### src/rtl/etbv_pkg.sv
package etbv_pkg;

    localparam int WORK_FRAC = 30;
    localparam logic signed [33:0] CORDIC_GAIN = 34'sd652032875;

    typedef struct packed {
        logic [15:0] yaw_angle;
        logic [15:0] pitch_angle;
        logic [15:0] roll_angle;
    } etbv_in_t;

    typedef struct packed {
        logic signed [15:0] forward_x;
        logic signed [15:0] forward_y;
        logic signed [15:0] forward_z;
        logic signed [15:0] side_x;
        logic signed [15:0] side_y;
        logic signed [15:0] side_z;
        logic signed [15:0] up_x;
        logic signed [15:0] up_y;
        logic signed [15:0] up_z;
    } etbv_out_t;

    // arctangent of 2^-i in 2^-32 turn units
    function automatic logic [31:0] atan_turn(input logic [4:0] i);
        logic [31:0] r;
        unique case (i)
            5'd0:  r = 32'h20000000;
            5'd1:  r = 32'h12E4051E;
            5'd2:  r = 32'h09FB385B;
            5'd3:  r = 32'h051111D4;
            5'd4:  r = 32'h028B0D43;
            5'd5:  r = 32'h0145D7E1;
            5'd6:  r = 32'h00A2F61E;
            5'd7:  r = 32'h00517C55;
            5'd8:  r = 32'h0028BE53;
            5'd9:  r = 32'h00145F2F;
            5'd10: r = 32'h000A2F98;
            5'd11: r = 32'h000517CC;
            5'd12: r = 32'h00028BE6;
            5'd13: r = 32'h000145F3;
            5'd14: r = 32'h0000A2FA;
            5'd15: r = 32'h0000517D;
            5'd16: r = 32'h000028BE;
            5'd17: r = 32'h0000145F;
            5'd18: r = 32'h00000A30;
            5'd19: r = 32'h00000518;
            5'd20: r = 32'h0000028C;
            5'd21: r = 32'h00000146;
            5'd22: r = 32'h000000A3;
            5'd23: r = 32'h00000051;
            5'd24: r = 32'h00000029;
            5'd25: r = 32'h00000014;
            5'd26: r = 32'h0000000A;
            5'd27: r = 32'h00000005;
            5'd28: r = 32'h00000003;
            5'd29: r = 32'h00000001;
            5'd30: r = 32'h00000001;
            default: r = 32'h00000000;
        endcase
        return r;
    endfunction

    // Q30 product, rounded half up
    function automatic logic signed [31:0] mulq(input logic signed [31:0] a,
                                                input logic signed [31:0] b);
        logic signed [63:0] p;
        p = a * b + (64'sd1 <<< (WORK_FRAC - 1));
        return p[61:30];
    endfunction

endpackage

### src/rtl/etbv_cordic.sv
module etbv_cordic
    import etbv_pkg::*;
#(
    parameter int ANGLE_BITS    = 16,
    parameter int CORDIC_STAGES = 16
) (
    input  logic                    clk,
    input  logic                    en,
    input  logic [ANGLE_BITS-1:0]   angle,
    output logic signed [31:0]      sin_q,
    output logic signed [31:0]      cos_q
);

    logic [31:0] a32;
    logic [31:0] turn;
    assign a32  = {angle, {(32-ANGLE_BITS){1'b0}}};
    assign turn = a32 + 32'h20000000;

    logic signed [33:0] x_reg [CORDIC_STAGES+1];
    logic signed [33:0] y_reg [CORDIC_STAGES+1];
    logic signed [33:0] z_reg [CORDIC_STAGES+1];
    logic [1:0]         q_reg [CORDIC_STAGES+1];

    always_ff @(posedge clk)
    begin
        if (en)
        begin
            x_reg[0] <= CORDIC_GAIN;
            y_reg[0] <= '0;
            z_reg[0] <= $signed({4'b0000, turn[29:0]}) - 34'sd536870912;
            q_reg[0] <= turn[31:30];
        end
    end

    for (genvar i = 0; i < CORDIC_STAGES; i++)
    begin : g_stage
        logic signed [33:0] at;
        assign at = $signed({2'b00, atan_turn(5'(i))});
        always_ff @(posedge clk)
        begin
            if (en)
            begin
                if (!z_reg[i][33])
                begin
                    x_reg[i+1] <= x_reg[i] - (y_reg[i] >>> i);
                    y_reg[i+1] <= y_reg[i] + (x_reg[i] >>> i);
                    z_reg[i+1] <= z_reg[i] - at;
                end
                else
                begin
                    x_reg[i+1] <= x_reg[i] + (y_reg[i] >>> i);
                    y_reg[i+1] <= y_reg[i] - (x_reg[i] >>> i);
                    z_reg[i+1] <= z_reg[i] + at;
                end
                q_reg[i+1] <= q_reg[i];
            end
        end
    end

    logic signed [33:0] xf, yf, nxf, nyf;
    logic signed [31:0] sin_reg, cos_reg;
    assign xf  = x_reg[CORDIC_STAGES];
    assign yf  = y_reg[CORDIC_STAGES];
    assign nxf = -xf;
    assign nyf = -yf;

    always_ff @(posedge clk)
    begin
        if (en)
        begin
            case (q_reg[CORDIC_STAGES])
                2'd0:
                begin
                    cos_reg <= xf[31:0];
                    sin_reg <= yf[31:0];
                end
                2'd1:
                begin
                    cos_reg <= nyf[31:0];
                    sin_reg <= xf[31:0];
                end
                2'd2:
                begin
                    cos_reg <= nxf[31:0];
                    sin_reg <= nyf[31:0];
                end
                default:
                begin
                    cos_reg <= yf[31:0];
                    sin_reg <= nxf[31:0];
                end
            endcase
        end
    end

    assign sin_q = sin_reg;
    assign cos_q = cos_reg;

endmodule

### config.mk
export PLATFORM = sky130hd
export DESIGN_NAME = etbv_cordic
export DESIGN_NICKNAME = d
export VERILOG_FILES = /design/src/rtl/etbv_pkg.sv /design/src/rtl/etbv_cordic.sv
export SDC_FILE = /design/constraint.sdc
export NUM_CORES = 2
export LEC_CHECK = 0
export CORE_MARGIN = 5
export CORE_UTILIZATION = 60
export DETAILED_ROUTE_END_ITERATION = 6
export DONT_BUFFER_PORTS = 1
export GPL_TIMING_DRIVEN = 0
export PLACE_DENSITY = 0.79
export SLEW_MARGIN = 20
export SYNTH_ARGS = -nofsm -noshare
export SYNTH_HDL_FRONTEND = slang
export SYNTH_SLANG_ARGS = --single-unit
### constraint.sdc
create_clock -name clk -period 4.96 [get_ports clk]
set_input_delay 0.248 -clock clk [delete_from_list [all_inputs] [get_ports clk]]
set_output_delay 0.248 -clock clk [all_outputs]
set_load 0.05 [all_outputs]
== After elaboration in Yosys (flattened, before gate mapping) ==
Memory sizes are Yosys's and may differ from the RTL's.
Index checks and enable logic that the tools add are counted.
Storage, ports and cells
  memories kept: 4
  output and inout port bits: 64
  input port bits: 18
  flip-flop bits (word level): 64
  RAM bits: 1768
Operators by class
  $add $sub $neg: 99
  eq/ne operators: 2
  bitwise logic cells: 48
  reduce and logical (&&, ||, !) cells: 1
  mux-type cells: 148
Memories
  x_reg: depth 17, bits a word 34, read ports 17, clocked after Yosys merged registers in 0, wr ports 17, line etbv_cordic.sv:19  | logic signed [33:0] x_reg [CORDIC_STAGES+1];
  y_reg: depth 17, bits a word 34, read ports 17, clocked after Yosys merged registers in 0, wr ports 17, line etbv_cordic.sv:20  | logic signed [33:0] y_reg [CORDIC_STAGES+1];
  z_reg: depth 17, bits a word 34, read ports 16, clocked after Yosys merged registers in 0, wr ports 17, line etbv_cordic.sv:21  | logic signed [33:0] z_reg [CORDIC_STAGES+1];
  q_reg: depth 17, bits a word 2, read ports 17, clocked after Yosys merged registers in 0, wr ports 17, line etbv_cordic.sv:22  | logic [1:0] q_reg [CORDIC_STAGES+1];
Operators by type and width (count)
  $mux W34: 48
  $pmux W32 S3: 2
  $mux W1: 98
  $add A34 B19 Y34: 2
  $add A34 B20 Y34: 2
  $add A34 B21 Y34: 2
  $add A34 B22 Y34: 2
  $add A34 B23 Y34: 2
  $add A34 B24 Y34: 2
  $add A34 B25 Y34: 2
  $add A34 B26 Y34: 2
  $add A34 B27 Y34: 2
  $add A34 B28 Y34: 2
  $add A34 B29 Y34: 2
  $add A34 B30 Y34: 2
  $add A34 B31 Y34: 2
  $add A34 B32 Y34: 2
  $add A34 B33 Y34: 2
  $sub A34 B19 Y34: 2
  $sub A34 B20 Y34: 2
  $sub A34 B21 Y34: 2
  $sub A34 B22 Y34: 2
  $sub A34 B23 Y34: 2
  $sub A34 B24 Y34: 2
  other kinds (50): 108

== Longest topological paths before layout ==
An unclocked memory read counts as a cell.
  word-level depth: 5
  depth in mapped cells: 23
  mapped depth without buffers: 22

== Worst setup path after synthesis ==
No wires, ideal clock.
  path type: input port to flip-flop
  start point: input port en
  end point: memory x_reg[3][27] (data pin)
  buffers on the path: 3
  slack: 174 ps
  cell stages on the path: 19
  arrival: 4528 ps
  cell sequence: clkbuf_1 buf_1 nand2_1 inv_2 buf_1 nor2_1 xor2_1 ha_1 o21ai_0 nor2_1 a211o_1 o41ai_1 o41ai_1 a31oi_1 o211ai_1 a21o_1 a21o_1 a21oi_1 xnor2_1
RTL lines
  from (decl): line etbv_cordic.sv:8  | input logic en,
  to (decl): line etbv_cordic.sv:19

==> results_dict.tcl <==
set metrics [dict create \
    yosysMostFrequentCell "edfxtp_1" \
    viasPerCell 6.307 \
    yosys-top-cells-area "edfxtp_1 36%, ha_1 13%, xnor2_1 8.5%" \
    grt_pass1_vias 100600 \
    dr.pass1.iters 7 \
    grt_antenna_before_repair 4 \
    ys_ff_latch 1553 \
    drc 3 \
    relSlewSlack_pct 19.78 \
    hold_viol 0 \
    hpwl_mm 272.9 \
    dpl_cell_area_sq_um 133100 \
    place_inst 16260 \
    cp_max_fo 6 \
    cts.path.max_buffers 3 \
    row_count 170 \
    synth_area_per_cell_sq_um 9.614 \
    synth_warnings 0 \
    ant_nets 0 \
    post-route-min-period_ns 4.893 \
    cts-buffers-inserted 173 \
    yosysTopAreaCell "edfxtp_1" \
    rr_startpoint "y_reg[4][7]$_DFFE_PP_" \
    grt_max_degree 113 \
    r2r.worst_path.cells 18 \
    drt_wl_total_mm 350.9 \
    numPortBuffers 0 \
    yosysSeqAreaShare_pct 36.27 \
    die_h_um 472.9 \
    yosys.area.top_type_share_pct 36.27 \
    crit_required_ns 5.55 \
    status "finished, violations left" \
    grt_overflow 0 \
    cts.clk_slew.worst_paths_ns 0.07 \
    rsz0062_at_grt "true" \
    maxSlewViolCount 0 \
    final_area_sq_um 142700 \
    synth.distinct_cells 90 \
    synth_commonest_cells "1553 x edfxtp_1, 1378 x ha_1, 1352 x a21oi_1" \
    io_pins 82 \
    grt_use_total_pct 30.10 \
    wl_per_cell_um 20.96 \
    fin_skew_ns 0.03398 \
    place.gp.congestion 0.9718 \
    reg2reg_slack_ns 0.07 \
    end_kind "flop" \
    worstReg2RegEnd "x_reg[5][33]$_DFFE_PP_" \
    crit_type "flop to flop" \
    drive_gt1_share_pct 7.180 \
    async_flop_share_pct 0 \
    synth-edff-count 1553 \
    cp-endpoint "x_reg[5][33]$_DFFE_PP_" \
    core_sq_um 214000 \
    start_kind "flop" \
    syn-instance-count 13380 \
    chipWidth_um 472.9 \
    start_util_pct 60.09 \
    num_vias 105600 \
    failed_checks "design-rule violations" \
    largest_reg_flops 509 \
    drt_iter0_drc 9502 \
    area_delta_synth_final_pct 10.95 \
    worstMarginPinSlew_ns 1.193 \
    cts_tree "done" \
    crit_arrival_ns 5.48 \
    startpoint "y_reg[4][7]$_DFFE_PP_" \
    fmax_mhz 204.4 \
    worst_hold_path_type "input pin to flop" \
    h-tree-depth 4 \
    final_nets 15190 \
    cap_violations 0 \
    dieArea_sq_um 223700 \
    setup_viol 0 \
    synth_ff_type "edfxtp_1" \
    clock_latency_ns 0.84 \
    cts_root_buffer "clkbuf_16" \
    fin_crit_sh_pct 98.65 \
    cts_sinks 1553 \
    final_cell_count_no_fill 16740 \
    grt_pass1_wl_mm 547.0 \
    synth_area_sq_um 128600 \
]
==> metrics by stage <==
stage	util (%)	setup TNS, ns	hold slack (ns)	worst slack, ns
finish	66.67	0	0.1788	0.06711
global route	66.67	-1.100	0.1498	-0.1006
CTS	65.63	0	0.1226	0.0001967
detailed placement	62.21	-472.94	0.3469	-2.224
global placement	61.77	-6081.86	0.3469	-4.755
floorplan	-	0	0.3469	0.1736
==> routing by layer <==
layer	routed length (um)	up-vias	GRT usage (%)	part of all wire, %
met5	25	-	0	0.0071
met4	15960	4	12.52	4.5
met3	22790	849	3.737	6.5
met2	165600	4116	50.38	47
met1	146500	50090	39.68	42
li1	-	50520	-	-
==> placed cells by master (no fill, tap or decap), drive strengths merged, types with 228 or more instances in the layout <==
| cell type | Yosys | final |
|---|---|---|
| a21o | 693 | 693 |
| a21oi | 1352 | 1352 |
| nor2 | 1029 | 1029 |
| nand3 | 231 | 231 |
| ha | 1378 | 1378 |
| o21ai | 780 | 780 |
| nand2b | 237 | 237 |
| xnor2 | 1243 | 1243 |
| nor2b | 228 | 228 |
| nand2 | 801 | 801 |
| edfxtp | 1553 | 1553 |
| xor2 | 693 | 693 |
| nor3 | 278 | 278 |
| inv | 475 | 487 |
| clkbuf | 234 | 423 |
==> worst min-delay path by stage <==
stage	start	cells after the start	to	slack (ns)
floorplan	angle[0]	0	z_reg[0][16]$_DFFE_PP_	0.35
global placement	angle[5]	0	z_reg[0][21]$_DFFE_PP_	0.35
detailed placement	angle[2]	0	z_reg[0][18]$_DFFE_PP_	0.35
CTS	angle[14]	2	q_reg[0][0]$_DFFE_PP_	0.12
global route	angle[14]	2	q_reg[0][0]$_DFFE_PP_	0.15
finish	angle[14]	2	q_reg[0][0]$_DFFE_PP_	0.18
==> worst max-delay path: stages (launching register included) <==
cell and delay, ns:
edfxtp_1 0.45, nor4_4 0.37, nand3_2 0.17, or4_4 0.45, or4_4 0.50, nand2_1 0.12
xnor2_1 0.09, ha_1 0.37, and3_4 0.21, nand2_1 0.12, a311oi_4 0.39, nor4_4 0.10
o31ai_2 0.35, a21oi_2 0.12, nor2b_2 0.15, a311o_1 0.28, nand3_1 0.12, a21oi_2 0.16
xnor2_1 0.10
==> cells by family after synthesis <==
kind of cell	synth area share, %
simple gates	13.15
xor+xnor	13.19
buf+inv	2.208
mux	0.9030
compound gates	20.26
other cells	0.005840
flops	36.27
fa+ha+maj	14.02
==> timing repair <==
action                                 4_1_cts  5_1_grt
hold buffers                                31        0
setup endpoints to repair                  332      187
buffers inserted                            36      108
endpoints found under the hold margin      128        0
resized for setup                          197      353
pin swaps                                   21       83
==> area by class of cell <==
type,count,area [sq um]
Clock buffer,202,4459
Buffer,266,1232
Tap cell,2838,3551
Fill cell,16670,71310
Multi-Input combinational cell,11070,81260
Timing Repair Buffer,211,2272
Antenna cell,3,7.507
Clock inverter,114,1438
Sequential cell,1553,46630
Inverter,480,1818
Power is left out: the tool's default activity adds up to more than one toggle a clock period on the data nets, which glitch-free logic cannot reach.
